==> src/hdl/rgpg_pkg.sv <==
`timescale 1ns / 1ps
package rgpg_pkg;
    localparam int unsigned PIX_W         = 12;
    localparam int unsigned DIM_W         = 13;
    localparam int unsigned CHAN_W        = 8;
    localparam int unsigned MAX_DIMENSION = 4096;
    // squared doubled offsets and their sum
    localparam int unsigned SQ_W          = 2 * DIM_W;
    localparam int unsigned SUM_W         = SQ_W + 1;
    localparam int unsigned APB_AW        = 3;
    localparam logic [CHAN_W-1:0] ALPHA_OPAQUE = '1;

    typedef enum logic
    {
        REG_IMAGE_WIDTH  = 1'b0,
        REG_IMAGE_HEIGHT = 1'b1
    } reg_idx_t;

    typedef struct packed
    {
        logic zero;   // one by one image
        logic sat;    // at or beyond the corner
    } rgpg_flags_t;

    typedef struct packed
    {
        logic en;     // advance every stage
        logic vld;    // beat entering the unit
    } rgpg_ctl_t;
endpackage

==> src/hdl/rgpg_div.sv <==
`timescale 1ns / 1ps
module rgpg_div
    import rgpg_pkg::*;
#(
    parameter int unsigned QW = 32
)
(
    input  logic             clk,
    input  logic             rst_n,
    input  rgpg_ctl_t        ctl,
    input  logic [SUM_W-1:0] num,
    input  logic [SUM_W-1:0] den,
    input  rgpg_flags_t      flags_in,
    output logic             vld,
    output logic [QW-1:0]    quo,
    output rgpg_flags_t      flags
);
    // one quotient bit per stage, remainder stays below den while num is below den
    logic             vld_reg   [1:QW];
    logic [SUM_W-1:0] rem_reg   [1:QW];
    logic [SUM_W-1:0] den_reg   [1:QW];
    logic [QW-1:0]    quo_reg   [1:QW];
    rgpg_flags_t      flags_reg [1:QW];

    logic             vld_in    [0:QW-1];
    logic [SUM_W-1:0] rem_in    [0:QW-1];
    logic [SUM_W-1:0] den_in    [0:QW-1];
    logic [QW-1:0]    quo_in    [0:QW-1];
    rgpg_flags_t      flags_in_s[0:QW-1];

    assign vld_in[0]     = ctl.vld;
    assign rem_in[0]     = num;
    assign den_in[0]     = den;
    assign quo_in[0]     = '0;
    assign flags_in_s[0] = flags_in;

    for (genvar i = 0; i < QW; i++)
    begin : g_stage
        logic [SUM_W:0] sh;
        logic           take;

        if (i > 0)
        begin : g_link
            assign vld_in[i]     = vld_reg[i];
            assign rem_in[i]     = rem_reg[i];
            assign den_in[i]     = den_reg[i];
            assign quo_in[i]     = quo_reg[i];
            assign flags_in_s[i] = flags_reg[i];
        end

        assign sh   = {rem_in[i], 1'b0};
        assign take = (sh >= {1'b0, den_in[i]});

        always_ff @(posedge clk or negedge rst_n)
        begin
            if (!rst_n)
            begin
                vld_reg[i+1] <= 1'b0;
            end
            else if (ctl.en)
            begin
                vld_reg[i+1] <= vld_in[i];
            end
        end

        always_ff @(posedge clk)
        begin
            if (ctl.en)
            begin
                rem_reg[i+1]   <= take ? SUM_W'(sh - {1'b0, den_in[i]}) : SUM_W'(sh);
                den_reg[i+1]   <= den_in[i];
                quo_reg[i+1]   <= {quo_in[i][QW-2:0], take};
                flags_reg[i+1] <= flags_in_s[i];
            end
        end
    end

    assign vld   = vld_reg[QW];
    assign quo   = quo_reg[QW];
    assign flags = flags_reg[QW];
endmodule

==> config.mk <==
export PLATFORM = sky130hd
export DESIGN_NAME = rgpg_div
export DESIGN_NICKNAME = d
export VERILOG_FILES = /design/src/hdl/rgpg_pkg.sv /design/src/hdl/rgpg_div.sv
export SDC_FILE = /design/constraint.sdc
export NUM_CORES = 2
export LEC_CHECK = 0
export BUFFER_PORTS_ARGS = -buffer_cell sky130_fd_sc_hd__clkbuf_2
export CAP_MARGIN = 20
export CORE_ASPECT_RATIO = 0.75
export CORE_MARGIN = 8
export CORE_UTILIZATION = 40
export CTS_CLUSTER_DIAMETER = 30
export DETAILED_ROUTE_END_ITERATION = 16
export HOLD_SLACK_MARGIN = 0.05
export PLACE_DENSITY = 0.59
export SLEW_MARGIN = 20
export SYNTH_ARGS = -nofsm -noshare
export SYNTH_HDL_FRONTEND = slang
export SYNTH_SLANG_ARGS = --single-unit
==> constraint.sdc <==
create_clock -name clk -period 4.5 [get_ports clk]
set_clock_uncertainty 0.05 [all_clocks]
set_input_delay 0.225 -clock clk [delete_from_list [all_inputs] [get_ports clk]]
set_output_delay 0.225 -clock clk [all_outputs]
set_load 0.005 [all_outputs]
Word-level counts from Yosys, hierarchy flattened
Memory sizes are Yosys's and may differ from the RTL's.
Index checks and enable logic that the tools add are counted.
{"block": "classes", "order_cmp": 32, "muxes": 34, "addsub": 32}
{"op": "greater-or-equal comparator 28 x 27 -> 1 bit", "count": 32}
{"op": "two-way mux 27 bit", "count": 32}
{"op": "subtractor 27 bit", "count": 32}
{"op": "two-way mux 1 bit", "count": 2}
{"block": "totals", "ramBits": 2816, "wordCells": 134, "n_memories": 4, "ff_bits": 32, "inputBits": 60, "out_inout_bits": 35}
{"name": "quo_reg", "depth": 32, "word_bits": 32, "rd": 32, "rd_clocked_by_memory_dff": 0, "write_ports": 32, "line_no": "rgpg_div.sv:22", "rtl": "logic [QW-1:0] quo_reg [1:QW];"}
{"name": "den_reg", "depth": 32, "word_bits": 27, "rd": 31, "rd_clocked_by_memory_dff": 0, "write_ports": 32, "line_no": "rgpg_div.sv:21", "rtl": "logic [SUM_W-1:0] den_reg [1:QW];"}
{"name": "rem_reg", "depth": 32, "word_bits": 27, "rd": 31, "rd_clocked_by_memory_dff": 0, "write_ports": 32, "line_no": "rgpg_div.sv:20", "rtl": "logic [SUM_W-1:0] rem_reg [1:QW];"}
{"name": "flags_reg", "depth": 32, "word_bits": 2, "rd": 32, "rd_clocked_by_memory_dff": 0, "write_ports": 32, "line_no": "rgpg_div.sv:23", "rtl": "rgpg_flags_t flags_reg [1:QW];"}

Depth between registers and ports, before layout
An unclocked memory read counts as a cell.
{"block": "logic_depth", "word_depth": 3, "mapped_depth": 16, "depth_no_buf": 13}

Worst setup path after synthesis
OpenSTA, ideal clock, no wires.
{"block": "synth_path", "path_type": "register to register", "startpoint": "register den_reg[0][270] (netlist name)", "endpoint": "register rem_reg[0][305] (netlist name)", "slack_ns": 0.901, "arrival_time_ns": 3.289, "t_required_ns": 4.190, "synth_period_minus_slack_ns": 3.599, "path_buffers": 2, "path_stages_with_launch": 15, "setup_time_ns": 0.260, "path_cell_list": "edfxtp_1 > inv_1 > fa_1 > a21oi_1 > o21ai_1 > a2111oi_2 > o41ai_2 > a21oi_1 > a21oi_1 > o2111a_1 > nor4_1 > o21a_1 > buf_4 > buf_6 > mux2_2"}

==> results.sh <==
export IMPL_status="finished, final reports clean"
export IMPL_synth_simple_area_share=0.07806
export IMPL_tightest_slew_ns=1.102
export IMPL_met2_usage=0.2291
export IMPL_grt_overflow=0
export IMPL_max_clock_path_buffers=4
export IMPL_synth_area_top_cells="edfxtp_1 56%, ha_1 8.9%, inv_1 3.4%, mux2_2 3.3%, a21oi_1 3.3%"
export IMPL_crit_fanout=11
export IMPL_drv_slew=0
export IMPL_grt_pass1_vias=78280
export IMPL_yosys_area_top_type="edfxtp_1"
export IMPL_drt_total_wl_mm=273.3
export IMPL_synth_top_cell_area_share=0.5585
export IMPL_min_period_over_period=0.9573
export IMPL_synth_edf_count=2266
export IMPL_drc_errors=0
export IMPL_min_period_ns=4.308
export IMPL_start_util=0.4020
export IMPL_drt_iter0_markers=7189
export IMPL_synth_cells=10240
export IMPL_setup_viol=0
export IMPL_rsz0062_at_grt="no"
export IMPL_synth_seq_area_share=0.5651
export IMPL_async_flop_share=0.01393
export IMPL_ant_nets=0
export IMPL_synthMuxAreaShare=0.03570
export IMPL_fillCellCount=26790
export IMPL_synthTopCellsByCount="2266 x edfxtp_1, 1099 x inv_1, 863 x ha_1"
export IMPL_nets=11780
export IMPL_cts_root_buf="clkbuf_16"
export IMPL_htree_levels=5
export IMPL_post_cts_setup_buffers=0
export IMPL_ir_worst_vdd_mv=0.3584
export IMPL_avgSynthCellArea_um2=11.89
export IMPL_ys_ff_latch=2298
export IMPL_fmax_mhz=232.1
export IMPL_synth_top_family_by_area="compound AO/OA/AOI/OAI gates"
export IMPL_fin_util=0.4782
export IMPL_dr_pass1_iters=6
export IMPL_max_slew_margin=0.2635
export IMPL_core_mm2=0.3030
export IMPL_num_rows=175
export IMPL_yosys_most_used_dff="edfxtp_1"
export IMPL_layout_drive_gt1_share=0.1296
export IMPL_grt_first_pass_wirelength_mm=432.9
export IMPL_setup_tns_ns=0
export IMPL_critPathKind="input pin to flip-flop"
export IMPL_cts_sinks=2298
export IMPL_grt_usage=0.1639
export IMPL_timing_hold_violations_final=0
export IMPL_worstPathRequired_ns=5.22
export IMPL_avgViaCountPerCell=5.255
export IMPL_synth_compound_area_frac=0.1354
export IMPL_synth_warnings=0
export IMPL_numCtsBuffers=458
export IMPL_powerDensity_mw_per_mm2=787.1
export IMPL_arrival_ns=5.03
export IMPL_netlist_area_mm2=0.1218
export IMPL_use_met3=0.04334
export IMPL_worstSkewPairLatency_ns=0.89
export IMPL_start_kind="input pin"
export IMPL_p_leak_nw=59.26
export IMPL_fp_dieH_um=493.9
export IMPL_post_drt_wl_per_cell_um=17.86
export IMPL_synth_distinct_cells=96
export IMPL_mappedNetlistNets=11200
export IMPL_grt_busiest_layer="met1"
export IMPL_grt_max_degree=165
export IMPL_synth_xor_area_frac=0.05097
export IMPL_gp_congestion=0.9381
export IMPL_endpoint_kind="flip-flop"
export IMPL_met1_usage=0.2489
export IMPL_top_level_ports=95
export IMPL_clk_pin_slew_ns=0.05
export IMPL_cap_violations=0
export IMPL_antenna_found_initial=5
export IMPL_hpwl_mm=196.0
export IMPL_synthAdderAreaFrac=0.09373
export IMPL_die_area_mm2=0.3227
export IMPL_hold_class="input pin to flip-flop"
export IMPL_vias=80390
export IMPL_synth_most_common_cell="edfxtp_1"
export IMPL_die_x_um=653.3
export IMPL_cts_tree="built"
export IMPL_syn_to_final_growth_pct=18.96
export IMPL_port_buffers=94
[cells in the final DEF (no fill, tap or decap), types with 39 or more instances in the layout]
cell              n
a21o_1          436
o31ai_1          56
nand4_1         101
clkbuf_2         93
clkinv_1         60
edfxtp_1       2266
nand2b_1         69
and3_1           78
clkbuf_16       461
and2_1           42
ha_1            863
nand3_1         151
buf_4            82
mux2_2          356
nor2_1          533
bufinv_16        70
o211ai_1         39
inv_1          1099
xor2_1          264
dlygate4sd3_1   110
nor2b_1          97
inv_6            40
xnor2_1         445
o21bai_1        116
a21oi_1         791
clkinv_2         84
clkinvlp_4       47
nand2_1         691
o21a_1           91
a31oi_1          93
a211oi_1         58
o21ai_0         652
nor3_1          103
[per-layer routing]
layer	up-vias	wire (um)	part of all wire
met2	2347	110200	0.40
met5	-	0	0
met1	38520	134100	0.49
li1	39010	-	-
met3	513	22400	0.082
met4	0	6533	0.024
[stage by stage]
step | worst slack (ns) | total power [W] | instance area (um^2) | std cells | hold slack [ns]
2_1_floorplan | 0.9013 | 0.06766 | 121800 | 10240 | -0.1206
4_1_cts | 0.3318 | 0.1146 | 144900 | 15290 | 0.05140
3_5_place_dp | 0.3860 | 0.07921 | 128000 | 14330 | 0.3539
6_report | 0.1924 | 0.1141 | 144900 | 15300 | 0.1512
3_3_place_gp | 0.3654 | 0.07825 | 128000 | 14330 | 0.3357
5_1_grt | 0.09714 | 0.1215 | 144900 | 15300 | 0.09811
[layout make-up]
type	count	area [um^2]	area share
Multi-Input combinational cell	6649	48100	0.3319
Antenna cell	5	12.51	0.00008633
Tap cell	4071	5094	0.03515
Sequential cell	2298	68850	0.4750
Clock inverter	358	4126	0.02847
Clock buffer	493	11670	0.08050
Inverter	1100	4129	0.02849
Timing Repair Buffer	323	2950	0.02036
[path summary, 6_finish.rpt]
path | startpoint | end | cells after the start | slack, ns
max in group asynchronous | rst_n | vld_in[23]$_DFFE_PN0P_ | 4 | 3.85
min in group asynchronous | rst_n | vld_in[2]$_DFFE_PN0P_ | 4 | 0.35
hold reg to reg | flags_reg[0][29]$_DFFE_PP_ | flags_reg[0][31]$_DFFE_PP_ | 0 | 0.33
hold / removal | num[16] | rem_reg[0][44]$_DFFE_PP_ | 4 | 0.15
setup / recovery | den[0] | rem_reg[0][32]$_DFFE_PP_ | 16 | 0.19
setup reg to reg | den_reg[0][783]$_DFFE_PP_ | rem_reg[0][811]$_DFFE_PP_ | 13 | 0.23
[worst max-delay path, stage by stage]
cell,delay [ns]
dlygate4sd3_1,0.56
clkbuf_2,0.13
inv_1,0.08
fa_1,0.45
a21o_1,0.19
a21o_1,0.19
a21oi_1,0.24
o21ai_0,0.17
a21o_1,0.29
a31oi_1,0.35
o21ai_0,0.29
a31oi_4,0.50
nand2_1,0.12
dlygate4sd3_1,0.59
o31ai_1,0.08
dlygate4sd3_1,0.59
[timing repair]
action / 4_1_cts / 5_1_grt
hold buffers: 111 / 0
resized for setup: 0 / 1
endpoints found under the setup margin: 0 / 10
hold endpoints to repair: 284 / 0
[logic make-up (layout without fill, tap and decap cells)]
group / after synthesis / count (layout)
fa+ha+maj: 894 / 894
xor+xnor: 709 / 709
other cells: 0 / 5
compound gates: 2630 / 2630
flops: 2298 / 2298
mux: 382 / 382
buf+inv: 1296 / 2274
simple gates: 2034 / 2034
[power by group]
part	leakage [nW]	switching (W)	internal, W	total [W]
registers	22.6	0.00321	0.0317	0.0349
logic	29.0	0.0248	0.0199	0.0448
clock network	7.64	0.0115	0.0228	0.0343
No activity file was read; power rests on OpenSTA's default activity.
