`src/hdl/rgpg_pkg.sv`:
```
`timescale 1ns / 1ps
package rgpg_pkg;
    localparam int unsigned PIX_W         = 12;
    localparam int unsigned DIM_W         = 13;
    localparam int unsigned CHAN_W        = 8;
    localparam int unsigned MAX_DIMENSION = 4096;
    // squared doubled offsets and their sum
    localparam int unsigned SQ_W          = 2 * DIM_W;
    localparam int unsigned SUM_W         = SQ_W + 1;
    localparam int unsigned APB_AW        = 3;
    localparam logic [CHAN_W-1:0] ALPHA_OPAQUE = '1;

    typedef enum logic
    {
        REG_IMAGE_WIDTH  = 1'b0,
        REG_IMAGE_HEIGHT = 1'b1
    } reg_idx_t;

    typedef struct packed
    {
        logic zero;   // one by one image
        logic sat;    // at or beyond the corner
    } rgpg_flags_t;

    typedef struct packed
    {
        logic en;     // advance every stage
        logic vld;    // beat entering the unit
    } rgpg_ctl_t;
endpackage

```
`src/hdl/rgpg_shade.sv`:
```
`timescale 1ns / 1ps
module rgpg_shade
    import rgpg_pkg::*;
#(
    parameter int unsigned F = 16
)
(
    input  logic              clk,
    input  logic              rst_n,
    input  rgpg_ctl_t         ctl,
    input  logic [F-1:0]      root,
    input  rgpg_flags_t       flags_in,
    output logic              vld,
    output logic [CHAN_W-1:0] red,
    output logic [CHAN_W-1:0] green
);
    localparam int unsigned DW = F + 1;
    localparam int unsigned CW = F + 3;
    localparam int unsigned PW = F + 10;
    localparam int unsigned HW = PW - (F + 1);

    logic [DW-1:0] one;
    logic [DW-1:0] d_val;
    logic [CW-1:0] five_d;
    logic [CW-1:0] two_one;
    logic [HW-1:0] red_hi;
    logic [HW-1:0] grn_hi;

    logic [2:0]        vld_reg;
    logic [DW-1:0]     glow_reg;
    logic [CW-1:0]     core_reg;
    logic              zero1_reg;
    logic [PW-1:0]     redp_reg;
    logic [PW-1:0]     grnp_reg;
    logic              zero2_reg;
    logic [CHAN_W-1:0] red_reg;
    logic [CHAN_W-1:0] green_reg;

    always_comb
    begin
        one     = DW'(1) << F;
        two_one = CW'(1) << (F + 1);
        d_val   = flags_in.sat ? one : DW'(root);
        five_d  = CW'(d_val) * CW'(5);
        red_hi  = HW'(redp_reg >> (F + 1));
        grn_hi  = HW'(grnp_reg >> (F + 1));
    end

    always_ff @(posedge clk or negedge rst_n)
    begin
        if (!rst_n)
        begin
            vld_reg <= '0;
        end
        else if (ctl.en)
        begin
            vld_reg <= {vld_reg[1:0], ctl.vld};
        end
    end

    // red = 51*(glow + 5*core2) / 2^(F+1), green = 255*(2*glow + core2) / 2^(F+1)
    always_ff @(posedge clk)
    begin
        if (ctl.en)
        begin
            glow_reg  <= one - d_val;
            core_reg  <= (five_d < two_one) ? (two_one - five_d) : '0;
            zero1_reg <= flags_in.zero;
            redp_reg  <= (PW'(glow_reg) + PW'(core_reg) * PW'(5)) * PW'(51);
            grnp_reg  <= (PW'({glow_reg, 1'b0}) + PW'(core_reg)) * PW'(255);
            zero2_reg <= zero1_reg;
            red_reg   <= zero2_reg ? '0 : ((red_hi > HW'(255)) ? '1 : CHAN_W'(red_hi));
            green_reg <= zero2_reg ? '0 : ((grn_hi > HW'(255)) ? '1 : CHAN_W'(grn_hi));
        end
    end

    assign vld   = vld_reg[2];
    assign red   = red_reg;
    assign green = green_reg;
endmodule

```
`config.mk`:
```
export PLATFORM = sky130hd
export DESIGN_NAME = rgpg_shade
export DESIGN_NICKNAME = d
export VERILOG_FILES = /design/src/hdl/rgpg_pkg.sv /design/src/hdl/rgpg_shade.sv
export SDC_FILE = /design/constraint.sdc
export NUM_CORES = 1
export LEC_CHECK = 0
export CAP_MARGIN = 15
export CORE_AREA = 5 5 247 177
export CTS_BUF_LIST = sky130_fd_sc_hd__clkbuf_4 sky130_fd_sc_hd__clkbuf_8
export DETAILED_ROUTE_END_ITERATION = 16
export DIE_AREA = 0 0 252 182
export DONT_BUFFER_PORTS = 1
export GPL_TIMING_DRIVEN = 0
export HOLD_SLACK_MARGIN = 0.06
export PLACE_DENSITY = 0.4
export SKIP_CTS_REPAIR_TIMING = 1
export SLEW_MARGIN = 30
export SYNTH_ARGS = -nofsm -noshare
export SYNTH_HDL_FRONTEND = slang
export SYNTH_SLANG_ARGS = --single-unit
```
`constraint.sdc`:
```
create_clock -name clk -period 9 [get_ports clk]
set_clock_uncertainty 0.15 [all_clocks]
set_input_delay 0.45 -clock clk [delete_from_list [all_inputs] [get_ports clk]]
set_output_delay 0.45 -clock clk [all_outputs]
set_load 0.02 [all_outputs]
```
## Yosys cells after proc, flatten, opt, wreduce, memory -nomap -nowiden

Cells that the tools add are included.

| storage, ports and cells | value |
|---|---|
| bits of input ports | 22 |
| output and inout port bits | 17 |
| flip-flop bits (word level) | 109 |

| cells by class | value |
|---|---|
| $mul | 4 |
| $add $sub $neg | 4 |
| mux-type cells | 3 |
| order comparisons | 3 |

Operator list:

| kind | number |
|---|---|
| multiplier 20 x 8 -> 26 bit (second input constant) | 1 |
| multiplier 23 x 6 -> 26 bit (second input constant) | 1 |
| adder 17 x 22 -> 23 bit | 1 |
| multiplier 19 x 3 -> 22 bit (second input constant) | 1 |
| adder 18 x 19 -> 20 bit | 1 |
| < comparator 19 x 18 -> 1 bit (second input constant) | 1 |
| multiplier 17 x 3 -> 19 bit (second input constant) | 1 |
| subtractor 18 x 19 -> 19 bit (first input constant) | 1 |
| greater-than comparator 9 x 8 -> 1 bit (second input constant) | 2 |
| two-way mux 17 bit | 1 |
| subtractor 17 bit (first input constant) | 1 |
| two-way mux 8 bit | 2 |

## Logic depth before layout (Yosys ltp)

| logic depth | value |
|---|---|
| depth in word-level cells | 3 |
| gate-level depth with buffers | 29 |

## Worst setup path after synthesis

No wires, ideal clock.

| timing | value |
|---|---|
| path kind | register to register |
| from | reg core_reg[1] |
| to | reg grnp_reg[25], data pin |
| cell stages (with the launch flop) | 27 |
| setup slack | 1.826 ns |
| data arrival time | 6.758 ns |
| required time | 8.584 ns |
| library setup time | 0.266 ns |
| period minus slack after synthesis | 7.174 ns |
| cell sequence | edfxtp_1 -> ha_1 -> inv_1 -> fa_1 -> nor2b_1 -> o21ai_0 -> a21boi_0 -> o21ai_0 -> a21oi_1 -> a31o_2 -> a2111o_1 -> a31oi_1 -> xor2_1 -> fa_1 -> fa_1 -> inv_1 -> fa_1 -> inv_1 -> fa_1 -> inv_1 -> ha_1 -> and3_1 -> a21oi_1 -> o21ai_0 -> o41ai_1 -> mux2i_1 -> nand4_1 |

| between the ends | value |
|---|---|
| word-level cells in the longest chain between the ends | 2 |

Ends and longest elaborated chain:

| what | line | source |
|---|---|---|
| start, declared | rgpg_shade.sv:31 | `logic [CW-1:0] core_reg;` |
| start signal, assigned | rgpg_shade.sv:67 | `core_reg <= (five_d < two_one) ? (two_one - five_d) : '0;` |
| adder 18 x 19 -> 20 bit | rgpg_shade.sv:70 | `grnp_reg <= (PW'({glow_reg, 1'b0}) + PW'(core_reg)) * PW'(255);` |
| multiplier 20 x 8 -> 26 bit | rgpg_shade.sv:70 |  |
| end signal, assigned | rgpg_shade.sv:70 |  |
| end, declared | rgpg_shade.sv:34 | `logic [PW-1:0] grnp_reg;` |

Every way passes these cells.
A chain may end at the register's enable or synchronous reset.

## Worst setup path after layout

| timing | value |
|---|---|
| from | reg core_reg[3] |
| to | reg grnp_reg[25], data pin |

Same word-level chain as after synthesis.

==> impl_metrics.py <==
metrics = {
    "outcome": {
        "outcome": "completed",
    },
    "clocking": {
        "cts.sinks": 75,
        "clkTransAtPathRegs_ns": 0.11,
        "cts_tree": "yes",
        "clk_path_buf_depth": 2,
        "root_buffer": "clkbuf_8",
        "cts_buffers": 9,
        "cts_max_level": 3,
        "insertion_delay_ns": 0.39,
    },
    "grt": {
        "grt.met3_usage": 0.0130,
        "grt_pass1_vias": 8261,
        "busiest_layer": "met1",
        "grt_remaining_overflow": 0,
        "grt_start_max_net_pins": 76,
        "grt_pass1_wl_um": 44300,
        "grt_usage": 0.120,
        "antenna_found_initial": 0,
        "grtUsageMet2": 0.161,
        "use_met1": 0.204,
    },
    "drt": {
        "drt_iter0_markers": 376,
        "wirelength_um": 27300,
        "ant_nets": 0,
        "via_per_inst": 4.47,
        "post_drt_wl_per_cell_um": 14.5,
        "drc": 0,
        "drt_first_pass_iters": 5,
        "vias": 8418,
    },
    "synthesis": {
        "yosys.area_share.simple": 0.110,
        "synth_area_leaders": "ha_1, fa_1, edfxtp_1",
        "syn_area_sq_mm": 0.0122,
        "postSynthAreaPerCell_sq_um": 9.28,
        "synth_compound_area_frac": 0.115,
        "synth_nets": 1645,
        "yosys_warnings": 0,
        "synth_fa_ha_area_frac": 0.393,
        "synth_top_family_by_area": "adder cells",
        "synth_ff_type": "edfxtp_1",
        "synth_cells": 1312,
        "synthDominantCellAreaShare": 0.198,
        "yosysSeqAreaShare": 0.184,
        "yosys.area.top_type": "ha_1",
        "synthMuxAreaShare": 0.00442,
        "synth_edf_count": 72,
        "ys_async_sr_fraction": 0.0400,
        "synth_cell_types": 76,
        "synth-seq-cells": 75,
        "synthXorXnorAreaFrac": 0.0926,
    },
    "critical_path": {
        "slowest_stage": "o41ai_1",
        "cp.required_ns": 9.01,
        "endpoint_kind": "flop",
        "cp.arrival_ns": 8.23,
        "critPathMaxFanout": 5,
        "crit_chain": "ha_1 > nor2b_1 > o21ai_0 > a21boi_0 > o21ai_0 > a21oi_1 > a31o_2 > a2111o_1 > a31oi_1 > xor2_1 > fa_1 > fa_1 > inv_1 > fa_1 > inv_1 > fa_1 > inv_1 > ha_1 > and3_1 > a21oi_1 > o21ai_0 > o41ai_1 > mux2i_1 > nand4_1",
        "path_class": "reg2reg",
        "max_stage_delay_ns": 0.78,
        "critPathLaunchType": "flop",
        "cp_common_cell": "fa_1",
    },
    "layout": {
        "fin_util": 0.317,
        "layout_commonest_cell": "inv_1",
        "num-nets-final": 1661,
        "mostFrequentLayoutCells": "inv_1, ha_1, fa_1",
        "diodes": 0,
        "area.growth.synth_to_final_pct": 7.82,
        "fill_cells": 4359,
        "largest_register_ffs": 19,
        "design_area_sq_mm": 0.0131,
        "drive_gt1_frac": 0.0390,
    },
    "placed_design": {
        "placed_area_sq_mm": 0.0129,
        "gp_congestion": 0.817,
        "dp_hpwl_um": 23500,
        "io_buffers": 0,
    },
    "die": {
        "start_util": 0.294,
        "coreArea_sq_mm": 0.0414,
        "die_height_um": 182,
        "dieArea_sq_mm": 0.0459,
        "fp-row-count": 63,
        "fp.dieW_um": 252,
        "ios": 39,
    },
    "sta": {
        "finalSetupViolCount": 0,
        "layout_min_cycle_time_ns": 8.22,
        "holdWs_ns": 0.147,
        "max_freq_ghz": 0.122,
        "drv_slew": 0,
        "rsz0062_at_grt": "false",
        "hold_violations": 0,
        "max_slew.worst_pin.slew_ns": 1.01,
        "slew_headroom": 0.323,
        "period_share": 0.914,
        "setup_tns_ns": 0,
    },
    "worst_hold_path": {
        "hp-class": "in2async",
    },
    "job": {
        "maxCapViolCount": 0,
    },
}
==> cell usage after synthesis, types with 3 or more instances <==
cell type    n
nor2_2      10
a211oi_1     5
or4_1        3
o21ai_0     31
a21oi_1     51
nand2_1     40
fa_1       118
o211ai_1     8
nand2b_1    10
inv_1      309
and3_1       7
or2_2        3
nor3_1      28
xnor2_1     79
a21o_1      26
a31oi_1      8
a311oi_1     3
o21bai_1     8
or3_1        9
mux2_2       3
o21ai_1      3
nand4_1     10
a211o_1      3
edfxtp_1    72
nand3_1     15
o31a_1       3
xor2_1      46
ha_1       193
clkbuf_1     9
nor2_1     100
nor2b_1     20
o21a_1      14
nor4_1       5
o31ai_1      3
dfrtp_1      3
==> area by class of cell <==
type | instances | area (sq um) | area share
plain buffers | 13 | 57.6 | 0.00439
clock buffers | 9 | 124 | 0.00944
clock inverters | 7 | 70.1 | 0.00534
inverters | 311 | 1170 | 0.0889
multi-input cells | 913 | 8710 | 0.664
flip-flops and latches | 75 | 2240 | 0.170
well taps | 552 | 691 | 0.0526
repair buffers | 5 | 67.6 | 0.00515
==> kinds of logic (layout without fill, tap and decap cells) <==
logic type | Yosys count | in the layout
muxes | 5 | 5
AOI/OAI and AO/OA | 197 | 197
DFF | 75 | 75
and+or+nand+nor | 272 | 272
adders and majority gates | 312 | 312
buffers and inverters | 324 | 345
xor gates and xnor gates | 127 | 127
==> path summary, 6_finish.rpt <==
kind | endpoint | start | cells after the start | slack (ns)
setup / recovery | grnp_reg[25] | core_reg[3] | 24 | 0.78
hold / removal | vld_reg[2] | rst_n | 1 | 0.15
setup reg to reg | grnp_reg[25] | core_reg[3] | 24 | 0.78
hold reg to reg | zero2_reg | zero1_reg | 0 | 0.28
max in group asynchronous | vld_reg[1] | rst_n | 1 | 8.40
min in group clk | glow_reg[16] | root[11] | 2 | 0.20
==> worst max-delay path, delay by kind of cell (launching register included) <==
kind / cells / cell delay, ns
compound gates: 10 / 2.92
fa+ha+maj: 6 / 2.89
xor+xnor: 1 / 0.68
flops: 1 / 0.52
simple gates: 3 / 0.42
mux: 1 / 0.26
buf+inv: 3 / 0.14
==> per-layer routing <==
metal | wire, um | vias to the layer above
met5 | 0 | -
met4 | 216 | 0
met3 | 601 | 12
met2 | 10300 | 78
met1 | 16300 | 3970
li1 | - | 4358
==> per-stage QoR <==
step / std cells / worst slack (ns)
after floorplan: 1312 / 1.83
after global placement: 1864 / 0.762
after detailed placement: 1864 / 0.749
after CTS: 1880 / 0.726
after global routing: 1885 / 0.130
final: 1885 / 0.778
Power is not shown: default switching activity piles up to over one toggle a cycle in this logic, so the estimate is an artifact.
