File: src/hdl/rgpg_pkg.sv
`timescale 1ns / 1ps
package rgpg_pkg;
    localparam int unsigned PIX_W         = 12;
    localparam int unsigned DIM_W         = 13;
    localparam int unsigned CHAN_W        = 8;
    localparam int unsigned MAX_DIMENSION = 4096;
    // squared doubled offsets and their sum
    localparam int unsigned SQ_W          = 2 * DIM_W;
    localparam int unsigned SUM_W         = SQ_W + 1;
    localparam int unsigned APB_AW        = 3;
    localparam logic [CHAN_W-1:0] ALPHA_OPAQUE = '1;

    typedef enum logic
    {
        REG_IMAGE_WIDTH  = 1'b0,
        REG_IMAGE_HEIGHT = 1'b1
    } reg_idx_t;

    typedef struct packed
    {
        logic zero;   // one by one image
        logic sat;    // at or beyond the corner
    } rgpg_flags_t;

    typedef struct packed
    {
        logic en;     // advance every stage
        logic vld;    // beat entering the unit
    } rgpg_ctl_t;
endpackage

File: src/hdl/rgpg_geom.sv
`timescale 1ns / 1ps
module rgpg_geom
    import rgpg_pkg::*;
(
    input  logic             clk,
    input  logic             rst_n,
    input  rgpg_ctl_t        ctl,
    input  logic [PIX_W-1:0] px,
    input  logic [PIX_W-1:0] py,
    input  logic [DIM_W-1:0] width_raw,
    input  logic [DIM_W-1:0] height_raw,
    output logic             vld,
    output logic [SUM_W-1:0] num,
    output logic [SUM_W-1:0] den,
    output rgpg_flags_t      flags
);
    logic [DIM_W-1:0] weff;
    logic [DIM_W-1:0] heff;
    logic [DIM_W-1:0] cx;
    logic [DIM_W-1:0] cy;
    logic [DIM_W-1:0] tx;
    logic [DIM_W-1:0] ty;

    logic [2:0]       vld_reg;
    logic [DIM_W-1:0] mx_reg;
    logic [DIM_W-1:0] my_reg;
    logic [DIM_W-1:0] cx_reg;
    logic [DIM_W-1:0] cy_reg;
    logic [SQ_W-1:0]  sqx_reg;
    logic [SQ_W-1:0]  sqy_reg;
    logic [SQ_W-1:0]  sqcx_reg;
    logic [SQ_W-1:0]  sqcy_reg;
    logic [SUM_W-1:0] num_reg;
    logic [SUM_W-1:0] den_reg;
    rgpg_flags_t      flags_reg;
    logic [SUM_W-1:0] num_next;
    logic [SUM_W-1:0] den_next;

    function automatic logic [DIM_W-1:0] eff_dim(input logic [DIM_W-1:0] raw);
        logic [DIM_W-1:0] v;
        v = (raw == '0) ? DIM_W'(1) : raw;
        if (32'(v) > MAX_DIMENSION)
        begin
            v = DIM_W'(MAX_DIMENSION);
        end
        return v;
    endfunction

    always_comb
    begin
        weff = eff_dim(width_raw);
        heff = eff_dim(height_raw);
        cx   = weff - DIM_W'(1);
        cy   = heff - DIM_W'(1);
        tx   = {px, 1'b0};
        ty   = {py, 1'b0};
        num_next = SUM_W'(sqx_reg) + SUM_W'(sqy_reg);
        den_next = SUM_W'(sqcx_reg) + SUM_W'(sqcy_reg);
    end

    always_ff @(posedge clk or negedge rst_n)
    begin
        if (!rst_n)
        begin
            vld_reg <= '0;
        end
        else if (ctl.en)
        begin
            vld_reg <= {vld_reg[1:0], ctl.vld};
        end
    end

    always_ff @(posedge clk)
    begin
        if (ctl.en)
        begin
            mx_reg    <= (tx >= cx) ? (tx - cx) : (cx - tx);
            my_reg    <= (ty >= cy) ? (ty - cy) : (cy - ty);
            cx_reg    <= cx;
            cy_reg    <= cy;
            sqx_reg   <= SQ_W'(mx_reg) * SQ_W'(mx_reg);
            sqy_reg   <= SQ_W'(my_reg) * SQ_W'(my_reg);
            sqcx_reg  <= SQ_W'(cx_reg) * SQ_W'(cx_reg);
            sqcy_reg  <= SQ_W'(cy_reg) * SQ_W'(cy_reg);
            num_reg   <= num_next;
            den_reg   <= den_next;
            flags_reg <= '{zero: (den_next == '0), sat: (num_next >= den_next)};
        end
    end

    assign vld   = vld_reg[2];
    assign num   = num_reg;
    assign den   = den_reg;
    assign flags = flags_reg;
endmodule

File: config.mk
export PLATFORM = sky130hd
export DESIGN_NAME = rgpg_geom
export DESIGN_NICKNAME = d
export VERILOG_FILES = /design/src/hdl/rgpg_pkg.sv /design/src/hdl/rgpg_geom.sv
export SDC_FILE = /design/constraint.sdc
export NUM_CORES = 2
export LEC_CHECK = 0
export BUFFER_PORTS_ARGS = -buffer_cell sky130_fd_sc_hd__buf_2
export CAP_MARGIN = 0
export CORE_MARGIN = 2
export CORE_UTILIZATION = 30
export DETAILED_ROUTE_END_ITERATION = 7
export PLACE_DENSITY_LB_ADDON = 0.05
export SLEW_MARGIN = 20
export SYNTH_ARGS = -nofsm -noshare
export SYNTH_HDL_FRONTEND = slang
export SYNTH_SLANG_ARGS = --single-unit
File: constraint.sdc
create_clock -name clk -period 12.87 [get_ports clk]
set_input_delay 1.287 -clock clk [delete_from_list [all_inputs] [get_ports clk]]
set_output_delay 1.287 -clock clk [all_outputs]
set_load 0.005 [all_outputs]
Word-level counts from Yosys, hierarchy flattened
Cells that the tools add are included.
{"block": "word_totals", "register_bits": 215, "in_bits": 54}
{"block": "classes", "add_sub_neg": 8, "mul": 4, "order_cmp": 5, "mux": 6, "reduce_logical": 3}
{"op": "13-bit by 13-bit multiplier with 26-bit output", "n": 4}
{"op": "13-bit two-way mux", "n": 6}
{"op": "26-bit by 26-bit adder with 27-bit output", "n": 2}
{"op": "13-bit subtractor", "n": 4}
{"op": "27-bit greater-or-equal comparator", "n": 1}
{"op": "27-bit zero test", "n": 1}
{"op": "13-bit greater-or-equal comparator", "n": 2}
{"op": "13-bit > comparator (second input constant)", "n": 2}
{"op": "13-bit zero test", "n": 2}
{"op": "13-bit by 1-bit subtractor with 13-bit output (second input constant)", "n": 2}

Depth between registers and ports, before layout
{"block": "logic_depth", "word_depth": 7, "ltp_mapped": 23}

Least setup slack after synthesis
OpenSTA, ideal clock, no wires.
{"block": "synth_timing", "path_kind": "register -> register", "start": "register cx_reg[6]", "end": "register sqcx_reg[25], data pin", "setup_ns": 0.262, "arrival_time_ns": 5.569, "slack_ns": 7.039, "path_stages_with_launch": 23, "n_path_buf": 1, "period_less_slack_ns": 5.831, "path_cell_list": "edfxtp_1 > clkbuf_1 > nand2_1 > inv_1 > fa_1 > inv_1 > fa_1 > inv_1 > fa_1 > inv_1 > fa_1 > fa_1 > inv_1 > ha_1 > nor4_1 > o221ai_1 > a21oi_1 > a31oi_1 > a41o_1 > or4_1 > a31o_1 > a21oi_1 > xor2_1"}
{"block": "synth_via", "elab_chain_len": 1}
{"element": "start, declared", "line": "rgpg_geom.sv:27", "text": "logic [DIM_W-1:0] cx_reg;"}
{"element": "start signal, assigned", "line": "rgpg_geom.sv:79", "text": "cx_reg <= cx;"}
{"element": "13-bit by 13-bit multiplier with 26-bit output", "line": "rgpg_geom.sv:83", "text": "sqcx_reg <= SQ_W'(cx_reg) * SQ_W'(cx_reg);"}
{"element": "end signal, assigned", "line": "rgpg_geom.sv:83"}
{"element": "end, declared", "line": "rgpg_geom.sv:31", "text": "logic [SQ_W-1:0] sqcx_reg;"}
Every way passes these cells.
A chain may end at the register's enable or synchronous reset.

Worst setup path after layout
Ends and elaborated chain as after synthesis.

==> impl_metrics.env <==
export IMPL_status="finished, final reports clean"
export IMPL_fin_nets=4138
export IMPL_placed_area_mm2=0.0325
export IMPL_cts_tree="built"
export IMPL_tightest_slew_ns=1.02
export IMPL_route_detailed_drc=0
export IMPL_yosysMostFrequentCell="inv_1"
export IMPL_synth_compound_area_share_pct=9.17
export IMPL_synthArstFlopShare_pct=1.42
export IMPL_dpl_hpwl_mm=63.5
export IMPL_synth_xor_area_share_pct=4.87
export IMPL_clk_pin_slew_ns=0.06
export IMPL_yosys_warnings=0
export IMPL_wl_mm=74.9
export IMPL_yosys_mux_area_fraction_pct=0.997
export IMPL_place_congestion=0.861
export IMPL_wl_per_cell_um=16.0
export IMPL_cts_setup_buffers=0
export IMPL_grt_max_degree=76
export IMPL_cp_top_family="adder cells"
export IMPL_endpoint_kind="flip-flop"
export IMPL_rows=116
export IMPL_synth_fa_ha_area_share_pct=41.8
export IMPL_r2r_end="sqcx_reg[25]$_DFFE_PP_"
export IMPL_final_setup_viol_count=0
export IMPL_synth_top_family_by_area="adder cells"
export IMPL_h_tree_depth=1
export IMPL_port_buffers=110
export IMPL_synth_edf_count=208
export IMPL_stdcell_count=4684
export IMPL_grt_usage_pct=15.0
export IMPL_cp_max_fo=13
export IMPL_cts_sinks=211
export IMPL_antenna_found_initial=7
export IMPL_die_y_um=322
export IMPL_grt_overflow=0
export IMPL_synthCells=3221
export IMPL_fin_area_mm2=0.0334
export IMPL_relSlewSlack_pct=31.7
export IMPL_crit_arrival_ns=6.86
export IMPL_tns_ns=0
export IMPL_cts_resized=0
export IMPL_synth_nets=4056
export IMPL_synth_largest_area_cell="fa_1"
export IMPL_synthFlopType="edfxtp_1"
export IMPL_postLayoutSetupSlackWorst_ns=6.35
export IMPL_ios=111
export IMPL_reg2reg_slack_ns=6.35
export IMPL_areaGrowthSynthToFinish_pct=10.0
export IMPL_clock_path_buffers=3
export IMPL_vias=21400
export IMPL_slew_viol_final=0
export IMPL_r2r_start="cx_reg[6]$_DFFE_PP_"
export IMPL_fmax_ghz=0.153
export IMPL_rsz0062_at_grt="false"
export IMPL_synthTopCellsByArea="fa_1 (26%), edfxtp_1 (21%), ha_1 (16%)"
export IMPL_start_kind="flip-flop"
export IMPL_ant_nets=0
export IMPL_grt_pass1_wl_mm=123
export IMPL_place_inst=4630
export IMPL_avgSynthCellArea_um2=9.43
export IMPL_critPathRequiredTime_ns=13.21
export IMPL_slowest_delay_ns=0.63
export IMPL_place_ws_ns=6.25
export IMPL_hp_class="in2async"
export IMPL_crit_type="reg2reg"
export IMPL_path_buf_inv=5
export IMPL_finalCritPeriodShare_pct=50.6
export IMPL_avgViaCountPerCell=4.56
export IMPL_die_w_um=322
export IMPL_drv_cap=0
export IMPL_cts_root_buf="clkbuf_16"
export IMPL_synth_commonest_cells="inv_1 (836), ha_1 (391), fa_1 (390)"
export IMPL_crit_slowest_cell="edfxtp_1"
export IMPL_core_mm2=0.100
export IMPL_drive_gt1_share_pct=6.17
export IMPL_seq_area_frac_synth_pct=20.8
export IMPL_post_route_min_period_ns=6.52
export IMPL_reg2reg_depth=21
export IMPL_grt_pass1_vias=23300
export IMPL_start_util_pct=30.3
export IMPL_worstSkewPairLatency_ns=0.62
export IMPL_crit_chain="nand2_1 > inv_1 > fa_1 > inv_1 > fa_1 > inv_1 > fa_1 > inv_1 > fa_1 > fa_1 > inv_1 > ha_1 > nor4_1 > o221ai_1 > a21oi_1 > a31oi_1 > a41o_1 > or4_1 > a31o_1 > a21oi_1 > xor2_1"
export IMPL_ctsHoldBuffers=0
export IMPL_drt_pass1_iter_count=7
export IMPL_drtIter0Drc=1036
export IMPL_hold_violations=0
export IMPL_synth_distinct_cells=89
export IMPL_synth_top_area_share_pct=25.7
export IMPL_finalClockSkew_ns=0.0416
export IMPL_die_area_mm2=0.104
export IMPL_synth_seq_cells=211
export IMPL_synthSimpleGateAreaFrac_pct=11.1
export IMPL_netlist_area_mm2=0.0304
export IMPL_numCtsBuffers=28
[layout make-up]
type | instances | area (um2)
clock buffers | 30 | 708
well taps | 1357 | 1700
inverters | 837 | 3140
flip-flops and latches | 211 | 6320
diodes | 2 | 5.00
repair buffers | 123 | 658
multi-input cells | 2102 | 20600
clock inverters | 22 | 243
fillers | 10500 | 66900
[cells in the final DEF (no fill, tap or decap), types with 19 or more instances in the layout]
master,netlist,layout
and2_1,112,112
a211oi_1,23,23
xnor2_1,117,117
nor2b_1,38,38
xor2_1,47,47
mux2i_1,19,19
nand3_1,27,27
o21ai_1,23,23
o21a_1,24,24
nand2_1,266,266
a21o_1,52,52
ha_1,391,391
inv_1,836,836
clkbuf_16,0,28
fa_1,390,390
edfxtp_1,208,208
nor2_1,144,144
a21oi_1,129,129
nand2b_1,20,20
o21ai_0,45,45
nor3_1,32,32
buf_2,2,109
[metal layers]
metal | share of wire (%) | routed length (um) | vias up | track usage (%)
li1 | - | - | 10400 | -
met1 | 47 | 35200 | 10700 | 20.4
met4 | 1.3 | 966 | 0 | 2.18
met2 | 48 | 36300 | 274 | 26.2
met3 | 3.3 | 2480 | 49 | 1.58
met5 | 0 | 0 | - | 0
[how the worst max path moves through the flow]
stage / cells past startpoint / slack (ns) / endpoint / startpoint
2_1_floorplan: 22 / 7.04 / sqcx_reg[25]$_DFFE_PP_ / cx_reg[6]$_DFFE_PP_
3_3_place_gp: 19 / 6.28 / my_reg[3]$_DFFE_PP_ / height_raw[6]
3_5_place_dp: 17 / 6.25 / mx_reg[12]$_DFFE_PP_ / width_raw[3]
4_1_cts: 21 / 6.37 / sqcx_reg[25]$_DFFE_PP_ / cx_reg[6]$_DFFE_PP_
5_1_grt: 21 / 5.91 / sqcx_reg[22]$_DFFE_PP_ / cx_reg[2]$_DFFE_PP_
6_report: 21 / 6.35 / sqcx_reg[25]$_DFFE_PP_ / cx_reg[6]$_DFFE_PP_
[worst register-to-register path, stage by stage (launching register included)]
cell      delay (ns)
edfxtp_1        0.63
nand2_1         0.22
inv_1           0.08
fa_1            0.54
inv_1           0.06
fa_1            0.49
inv_1           0.05
fa_1            0.50
inv_1           0.05
fa_1            0.48
fa_1            0.49
inv_1           0.04
ha_1            0.22
nor4_1          0.43
o221ai_1        0.29
a21oi_1         0.34
a31oi_1         0.18
a41o_1          0.29
or4_1           0.42
a31o_1          0.23
a21oi_1         0.17
xor2_1          0.08
[stage by stage]
step | util, % | hold slack [ns]
2_1_floorplan | - | 0.475
3_3_place_gp | 32.4 | 0.483
3_5_place_dp | 32.4 | 0.506
4_1_cts | 33.3 | 0.401
5_1_grt | 33.3 | 0.415
6_report | 33.3 | 0.447
[logic make-up (layout without fill, tap and decap cells)]
group                      after synthesis  count (layout)
AOI/OAI and AO/OA                      417             417
xor gates and xnor gates               166             166
adders and majority gates              781             781
buffers and inverters                  908            1012
DFF                                    211             211
muxes                                   29              29
other                                    1               3
and+or+nand+nor                        708             708
Power is left out: the tool's default activity adds up to more than one toggle a clock period on the data nets, which glitch-free logic cannot reach.
