## config.mk

```make
export PLATFORM = sky130hd
export DESIGN_NAME = rgpg_sqrt
export DESIGN_NICKNAME = d
export VERILOG_FILES = /design/src/hdl/rgpg_pkg.sv /design/src/hdl/rgpg_sqrt.sv
export SDC_FILE = /design/constraint.sdc
export NUM_CORES = 1
export LEC_CHECK = 0
export CORE_UTILIZATION = 40
export CTS_CLUSTER_SIZE = 25
export DETAILED_ROUTE_END_ITERATION = 16
export DONT_BUFFER_PORTS = 1
export GPL_TIMING_DRIVEN = 0
export PLACE_DENSITY_LB_ADDON = 0.12
export SETUP_SLACK_MARGIN = 0.15
export SKIP_CTS_REPAIR_TIMING = 1
export SLEW_MARGIN = 20
export SYNTH_ARGS = -nofsm -noshare
export SYNTH_HDL_FRONTEND = slang
export SYNTH_SLANG_ARGS = --single-unit
```

## constraint.sdc

```tcl
create_clock -name clk -period 4.35 [get_ports clk]
set_input_delay 1.0875 -clock clk [delete_from_list [all_inputs] [get_ports clk]]
set_output_delay 1.0875 -clock clk [all_outputs]
set_load 0.005 [all_outputs]
```

## src/hdl/rgpg_pkg.sv

```systemverilog
`timescale 1ns / 1ps
package rgpg_pkg;
    localparam int unsigned PIX_W         = 12;
    localparam int unsigned DIM_W         = 13;
    localparam int unsigned CHAN_W        = 8;
    localparam int unsigned MAX_DIMENSION = 4096;
    // squared doubled offsets and their sum
    localparam int unsigned SQ_W          = 2 * DIM_W;
    localparam int unsigned SUM_W         = SQ_W + 1;
    localparam int unsigned APB_AW        = 3;
    localparam logic [CHAN_W-1:0] ALPHA_OPAQUE = '1;

    typedef enum logic
    {
        REG_IMAGE_WIDTH  = 1'b0,
        REG_IMAGE_HEIGHT = 1'b1
    } reg_idx_t;

    typedef struct packed
    {
        logic zero;   // one by one image
        logic sat;    // at or beyond the corner
    } rgpg_flags_t;

    typedef struct packed
    {
        logic en;     // advance every stage
        logic vld;    // beat entering the unit
    } rgpg_ctl_t;
endpackage

```

## src/hdl/rgpg_sqrt.sv

```systemverilog
`timescale 1ns / 1ps
module rgpg_sqrt
    import rgpg_pkg::*;
#(
    parameter int unsigned F = 16
)
(
    input  logic          clk,
    input  logic          rst_n,
    input  rgpg_ctl_t     ctl,
    input  logic [2*F-1:0] rad,
    input  rgpg_flags_t   flags_in,
    output logic          vld,
    output logic [F-1:0]  root,
    output rgpg_flags_t   flags
);
    localparam int unsigned RW = F + 2;
    localparam int unsigned CW = F + 4;

    // two radicand bits per stage, one root bit out
    logic           vld_reg   [1:F];
    logic [RW-1:0]  rem_reg   [1:F];
    logic [F-1:0]   root_reg  [1:F];
    logic [2*F-1:0] rad_reg   [1:F];
    rgpg_flags_t    flags_reg [1:F];

    logic           vld_in    [0:F-1];
    logic [RW-1:0]  rem_in    [0:F-1];
    logic [F-1:0]   root_in   [0:F-1];
    logic [2*F-1:0] rad_in    [0:F-1];
    rgpg_flags_t    flags_in_s[0:F-1];

    assign vld_in[0]     = ctl.vld;
    assign rem_in[0]     = '0;
    assign root_in[0]    = '0;
    assign rad_in[0]     = rad;
    assign flags_in_s[0] = flags_in;

    for (genvar i = 0; i < F; i++)
    begin : g_stage
        logic [CW-1:0] cat;
        logic [CW-1:0] trial;
        logic          take;

        if (i > 0)
        begin : g_link
            assign vld_in[i]     = vld_reg[i];
            assign rem_in[i]     = rem_reg[i];
            assign root_in[i]    = root_reg[i];
            assign rad_in[i]     = rad_reg[i];
            assign flags_in_s[i] = flags_reg[i];
        end

        assign cat   = {rem_in[i], rad_in[i][2*F-1-2*i -: 2]};
        assign trial = CW'({root_in[i], 2'b01});
        assign take  = (cat >= trial);

        always_ff @(posedge clk or negedge rst_n)
        begin
            if (!rst_n)
            begin
                vld_reg[i+1] <= 1'b0;
            end
            else if (ctl.en)
            begin
                vld_reg[i+1] <= vld_in[i];
            end
        end

        always_ff @(posedge clk)
        begin
            if (ctl.en)
            begin
                rem_reg[i+1]   <= take ? RW'(cat - trial) : RW'(cat);
                root_reg[i+1]  <= {root_in[i][F-2:0], take};
                rad_reg[i+1]   <= rad_in[i];
                flags_reg[i+1] <= flags_in_s[i];
            end
        end
    end

    assign vld   = vld_reg[F];
    assign root  = root_reg[F];
    assign flags = flags_reg[F];
endmodule

```

==> After elaboration in Yosys (flattened, before gate mapping) <==
Memory sizes are Yosys's and may differ from the RTL's.
Index checks and enable logic that the tools add are counted.
{ "word_totals": {"ff_bits": 16, "output_inout_bits": 19, "in_bits": 38, "n_memories": 4, "ramBits": 1088, "wordCells": 70} }
{ "classes": {"mux": 18, "add_sub_neg": 16, "order_cmp": 16} }
{ "memory_table": {"columns": ["name", "depth", "word_bits", "read_ports", "rd_clocked_by_memory_dff", "write_ports", "line", "text"], "rows": [
  ["rad_reg", 16, 32, 15, 0, 16, "rgpg_sqrt.sv:24", "logic [2*F-1:0] rad_reg [1:F];"],
  ["rem_reg", 16, 18, 15, 0, 16, "rgpg_sqrt.sv:22", "logic [RW-1:0] rem_reg [1:F];"],
  ["root_reg", 16, 16, 16, 0, 16, "rgpg_sqrt.sv:23", "logic [F-1:0] root_reg [1:F];"],
  ["flags_reg", 16, 2, 16, 0, 16, "rgpg_sqrt.sv:25", "rgpg_flags_t flags_reg [1:F];"]
]} }
{ "op_table": {"columns": ["cell", "count"], "rows": [
  ["$ge A20 B18 Y1", 15],
  ["$mux W18", 16],
  ["$sub A18 B18 Y18", 15],
  ["$sub A2 B1 Y3 const B", 1],
  ["$ge A2 B1 Y1 const B", 1],
  ["$mux W1", 2]
]} }

==> Logic depth before layout (Yosys ltp) <==
Gate-level depths: netlist (run 1).
An unclocked memory read counts as a cell.
{ "logic_depth": {"ltp_word": 3, "mapped_depth": 12, "ltp_nobuf": 10} }

==> Worst setup path after synthesis (run 1) <==
Ideal clock, no wire load.
{ "synth_timing": {"path_kind": "register -> register", "from": "register rem_reg[0][127] (netlist name)", "to": "register rem_reg[0][160] (netlist name)", "stages_incl_launch_ff": 9, "period_less_slack_ns": 2.611, "t_required_ns": 4.092, "slack_ns": 1.739, "n_path_buf": 0, "setup_time_ns": 0.258, "arrival_time_ns": 2.354, "cell_sequence": "edfxtp_1 ha_1 o21ai_1 a21oi_1 o31ai_1 nand2_1 nor4b_1 or3b_2 xnor2_1"} }

==> out/results.ini, run 1 <==
[clock_network]
cts_buffer_depth = 3
insertion_delay_ns = 0.62
htree_levels = 3
clk_pin_slew_worst_paths_ns = 0.06
cts_tree = yes
cts_buffers = 77
root_buffer = clkbuf_16
cts.sinks = 674

[placement]
finalWeightedCongestion = 0.8402
dp_slack_ns = 0.8321
dpl.hpwl_um = 36630
io_buffers = 0

[yosys]
synth_seq_area_share_pct = 66.48
synth_area_um2 = 30320
synthArstFlopShare_pct = 2.374
synth_nets = 2416
synthCells = 2225
ys.flop_type = edfxtp_1
yosys.area.top_type = edfxtp_1
synth.distinct_cells = 83
yosysWarnings = 0
synth_seq_cells = 674
netlist_top_cells_area = edfxtp_1, ha_1, xnor2_1
synth_top_area_share_pct = 65.16
synth-edff-count = 658
synth.avg_cell_area_um2 = 13.63

[global_route]
grt_antenna_before_repair = 1
overflow = 0
grt_usage_pct = 14.18
grt_pass1_wl_um = 88360
grt_pass1_vias = 16970
grt_max_degree = 660

[setup_path]
crit_slowest_cell = nor3_1
worstPathCellList = ha_1 > clkbuf_1 > nand4_1 > nor3_1 > a311oi_1 > o21ai_1 > o211ai_1 > nor3_1 > xor2_1
critical_path_class = flop to flop
critical_path.top_delay_family = simple AND/OR/NAND/NOR gates
cpPeakStageDelay_ns = 0.62
path_max_fanout = 10
r2r_slack_ns = 0.62
crit_top_cell = nor3_1
required_ns = 4.69
end_kind = flop
start_kind = flop
path_buf_inv = 1
arrival_ns = 4.07

[drt]
drtIter0Drc = 1156
dr_wl_met2_um = 24530
wl_per_cell_um = 16.15
drc = 0
vias = 16930
dr_wl_met3_um = 2473
viasPerCell = 5.081
postRouteAntennaNets = 0
dr.pass1.iters = 6
top_layer = met4
wl_um = 53840
met1Wirelength_um = 25630

[sta]
clock_skew_ns = 0.02776
max_slew_margin_pct = -22.07
fin_crit_sh_pct = 85.81
drv_slew = 393
setup_viol = 0
hold_viol_final = 0
fin_tns_setup_ns = 0
fmax_mhz = 267.9
setup_ws_ns = 0.6171
worst_slew_pin_slew_ns = 1.831
rsz0062_at_grt = no
period_needed_ns = 3.733

[pwr]
irDropWorstVdd_mv = 0.3179
intPower_mw = 12.66
p_sw_mw = 4.162
power_frac_clock_pct = 36.9
cellLeakagePower_nw = 12.88
swShare_pct = 24.74
p_total_mw = 16.82
powerDensity_nw_per_um2 = 494.9
p_seq_share_pct = 50.3
comb_power_share_pct = 12.8

[layout]
syn_to_final_growth_pct = 12.11
n_antenna_cell = 0
largest_reg_flops = 250
drive_gt1_share_pct = 7.910
fillers = 6604
layout.nets = 2495

[die]
die_y_um = 277.3
io_pins = 57
die-width_um = 277.3
core_area_um2 = 74700
start_util_pct = 40.59
rows = 100
die_area_um2 = 76910

[outcome]
status = finished with violations
violations = slew limit

[flow_run]
drv_cap = 0

[worst_hold_path]
hold_class = primary input to asynchronous set/reset pin

## final timing paths
check | startpoint | to | cells after the start
max | rem_reg[0][208] | rem_reg[0][233] | 9
min | rst_n | vld | 0
max reg2reg | rem_reg[0][208] | rem_reg[0][233] | 9
min reg2reg | rad_reg[0][292] | rad_reg[0][324] | 0
max in group asynchronous | rst_n | vld_in[4] | 0
min in group clk | rad_reg[0][292] | rad_reg[0][324] | 0
## synth_stat cells, types with 13 or more instances
cell / instances
edfxtp_1: 658
nor2_1: 179
inv_1: 176
ha_1: 153
a21oi_1: 134
nand2_1: 112
xnor2_1: 107
o21ai_0: 88
xor2_1: 88
nor3_1: 54
mux2_2: 41
nand2b_1: 32
a21o_1: 31
o21a_1: 31
nor4_1: 28
or3_1: 28
nand3_1: 25
nand4_1: 19
nor2b_1: 17
clkbuf_1: 16
dfrtp_1: 16
a31oi_1: 15
o211ai_1: 14
a211oi_1: 13
## stage by stage
step                      std cells  cell area [µm²]  util [%]  hold slack [ns]
after detailed placement       3194            31540     42.22           0.4045
after floorplan                2225            30320         -           0.4003
after CTS                      3333            33990     45.51           0.1126
final                          3333            33990     45.51           0.1584
after global routing           3333            33990     45.51           0.1192
after global placement         3194            31540     42.22           0.4004
## layout by cell type, fill, tap and decap left out, types with 5 or more instances in the layout
| master | count |
|---|---|
| edfxtp_1 | 658 |
| a21o_1 | 31 |
| o31ai_1 | 10 |
| nand3_1 | 25 |
| mux2_2 | 41 |
| dfrtp_1 | 16 |
| clkbuf_16 | 77 |
| or4_1 | 8 |
| nor3_1 | 54 |
| nor4b_1 | 6 |
| clkinv_2 | 14 |
| clkinv_1 | 15 |
| buf_2 | 10 |
| a211oi_1 | 13 |
| or3_1 | 28 |
| nor2_1 | 179 |
| nand4_1 | 19 |
| xor2_1 | 88 |
| or2_2 | 8 |
| and3_1 | 8 |
| nand2_1 | 112 |
| nor4_1 | 28 |
| inv_1 | 176 |
| a2111oi_0 | 5 |
| ha_1 | 153 |
| a31oi_1 | 15 |
| nor2b_1 | 17 |
| a21oi_1 | 134 |
| o21ai_0 | 88 |
| o21a_1 | 31 |
| nand2b_1 | 32 |
| o211ai_1 | 14 |
| clkbuf_1 | 34 |
| bufinv_16 | 5 |
| xnor2_1 | 107 |
## power by group through the flow
stage	Clock [mW]	Sequential (mW)	Combinational (mW)
after global routing	6.70	8.54	2.43
after CTS	6.45	8.46	2.15
final	6.21	8.46	2.15
after global placement	0	8.58	2.11
after floorplan	0	8.42	1.70
after detailed placement	0	8.59	2.14
## worst register-to-register path, cell delays in order, from the launching register on
cell	delay (ns)
edfxtp_1	0.40
ha_1	0.29
clkbuf_1	0.47
nand4_1	0.27
nor3_1	0.62
a311oi_1	0.10
o21ai_1	0.58
o211ai_1	0.36
nor3_1	0.27
xor2_1	0.10
## area by class of cell
class | count | area, µm² | area share, %
buffer | 30 | 128.9 | 0.3791
clock inverter | 42 | 436.7 | 1.285
tap | 969 | 1212 | 3.567
clock buffer | 97 | 2022 | 5.948
sequential | 674 | 20160 | 59.30
inverter | 178 | 668.1 | 1.965
multi-input combinational | 1343 | 9366 | 27.55
## metal layers
layer  track usage (%)  vias up
li1                  -     8420
met1             19.95     8092
met2             22.24      330
met3             2.485       92
met4             4.658        0
met5                 0        -
## kinds of logic (layout without fill, tap and decap cells)
| group | count (synthesis) | count (layout) | share of synthesized area (%) |
|---|---|---|---|
| xor gates and xnor gates | 195 | 195 | 5.632 |
| adders and majority gates | 153 | 153 | 6.313 |
| other | 1 | 1 | 0.01237 |
| AOI/OAI and AO/OA | 395 | 395 | 8.236 |
| DFF | 674 | 674 | 66.48 |
| buffers and inverters | 208 | 347 | 2.628 |
| muxes | 45 | 45 | 1.655 |
| and+or+nand+nor | 554 | 554 | 9.041 |
No activity file was read; power rests on OpenSTA's default activity.
==> inputs of run 2 (changes only) <==
- CORE_UTILIZATION: 40 -> 69
==> out/results.ini, run 2 (synthesis results as in run 1) <==
[die]
start_util_pct = 70.24  ; +30 points
die_y_um = 211.6  ; -24%
die-width_um = 211.6  ; -24%
io_pins = 57  ; unchanged
core_area_um2 = 43170  ; -42%
die_area_um2 = 44790  ; -42%
rows = 76  ; -24%

[setup_path]
start_kind = flop
worstPathCellList = ha_1 > clkbuf_1 > nand4_1 > nor3_1 > a311oi_1 > o21ai_1 > o211ai_1 > nor3_1 > xor2_1
arrival_ns = 3.81  ; -0.26 ns
required_ns = 4.70  ; about the same
end_kind = flop
crit_top_cell = nor3_1
crit_slowest_cell = o21ai_1
path_max_fanout = 10  ; unchanged
critical_path.top_delay_family = simple AND/OR/NAND/NOR gates
cp.depth = 9  ; unchanged
critical_path_class = flop to flop
rr_worst_depth = 9  ; unchanged
cpPeakStageDelay_ns = 0.52  ; -0.10 ns
path_buf_inv = 1  ; unchanged

[outcome]
status = finished, final reports clean

[clock_network]
cts.sinks = 674  ; unchanged
cts_tree = yes
htree_levels = 3  ; unchanged
root_buffer = clkbuf_16
cts_buffer_depth = 3  ; unchanged
cts_buffers = 69  ; -10%
clk_pin_slew_worst_paths_ns = 0.06  ; about the same
insertion_delay_ns = 0.61  ; about the same

[sta]
clock_skew_ns = 0.01904  ; -0.008720 ns
max_slew_margin_pct = 10.84  ; +33 points
fmax_mhz = 289.3  ; +8.0%
fin_tns_setup_ns = 0  ; unchanged
fin_hold_ws_ns = 0.1646  ; +0.006249 ns
period_needed_ns = 3.457  ; -0.2758 ns
rsz0062_at_grt = no
fin_crit_sh_pct = 79.47  ; -6.3 points
hold_viol_final = 0  ; unchanged
drv_slew = 0  ; -100%
worst_slew_pin_slew_ns = 1.337  ; -0.4936 ns
setup_viol = 0  ; unchanged

[placement]
io_buffers = 0  ; unchanged
dpl.hpwl_um = 35190  ; -3.9%
finalWeightedCongestion = 0.9330  ; +11%

[layout]
layout.nets = 2487  ; -0.32%
drive_gt1_share_pct = 7.709  ; -0.20 points
layout_commonest_cell = edfxtp_1
largest_reg_flops = 250  ; unchanged
n_antenna_cell = 0  ; unchanged
syn_to_final_growth_pct = 9.949
most-common-layout-cells = edfxtp_1, nor2_1, inv_1

[drt]
vias = 17450  ; +3.1%
dr.pass1.iters = 6  ; unchanged
postRouteAntennaNets = 0  ; unchanged
wl_per_cell_um = 18.79  ; +16%
drtIter0Drc = 1527  ; +32%
drc = 0  ; unchanged
wl_um = 55100  ; +2.3%
viasPerCell = 5.951  ; +17%

[global_route]
grt_pass1_wl_um = 87630  ; -0.83%
grt_usage_pct = 25.24  ; +11 points
grt_antenna_before_repair = 0  ; -1
grt_pass1_vias = 17370  ; +2.3%
overflow = 0  ; unchanged
grt_max_degree = 660  ; unchanged

[worst_hold_path]
hold_class = primary input to asynchronous set/reset pin

[pwr]
irDropWorstVdd_mv = 0.5033  ; +58%
powerDensity_nw_per_um2 = 496.3  ; +0.27%
cellLeakagePower_nw = 12.78  ; -0.79%

[flow_run]
drv_cap = 0  ; unchanged

-- run 2: metal layers --
metal | wire, µm | up-vias | part of all wire [%] | GRT usage (%)
met5 | 0 | - | 0 | 0
met4 | 1529 | 0 | 2.8 | 8.721
met3 | 2430 | 121 | 4.4 | 4.391
met2 | 28940 | 487 | 53 | 45.83
met1 | 22190 | 8470 | 40 | 30.28
li1 | - | 8376 | - | -
-- run 2: metrics by stage --
step / setup slack [ns] / std cells / total power [mW] / area, µm² / util, %
6_report: 0.8929 / 2933 / 16.55 / 33340 / 77.23
2_1_floorplan: 1.739 / 2225 / 10.12 / 30320 / -
3_5_place_dp: 1.045 / 2810 / 10.71 / 31050 / 71.93
4_1_cts: 1.016 / 2933 / 16.64 / 33340 / 77.23
3_3_place_gp: 1.124 / 2810 / 10.58 / 31050 / 71.93
5_1_grt: 0.7648 / 2933 / 17.20 / 33340 / 77.23
-- run 2: worst paths after layout --
path / startpoint / to / slack, ns
worst max-delay path: rem_reg[0][208] / rem_reg[0][233] / 0.89
worst min-delay path: rst_n / vld_in[7] / 0.16
worst max register to register: rem_reg[0][208] / rem_reg[0][233] / 0.89
worst min register to register: rad_reg[0][81] / rad_reg[0][113] / 0.40
max in group asynchronous: rst_n / vld_in[11] / 4.10
min in group clk: rad_reg[0][81] / rad_reg[0][113] / 0.40
-- run 2: layout make-up --
class	count	area [µm²]
Sequential cell	674	20160
Tap cell	585	732.0
Clock inverter	39	481.7
Clock buffer	84	1803
Multi-Input combinational cell	1343	9366
Fill cell	2515	9832
Buffer	30	128.9
Inverter	178	668.1
-- run 2: report_power, final --
part / switching [mW] / internal [mW] / leakage [nW] / total [mW]
Clock: 2.50 / 3.37 / 1.10 / 5.87
Sequential: 0.449 / 8.04 / 6.50 / 8.49
Combinational: 1.19 / 0.986 / 5.19 / 2.18
Total: 4.14 / 12.4 / 12.8 / 16.5
-- run 2: worst reg2reg max path, stage by stage (launching register included) --
cell,delay [ns]
edfxtp_1,0.45
ha_1,0.31
clkbuf_1,0.43
nand4_1,0.25
nor3_1,0.46
a311oi_1,0.11
o21ai_1,0.52
o211ai_1,0.32
nor3_1,0.26
xor2_1,0.10
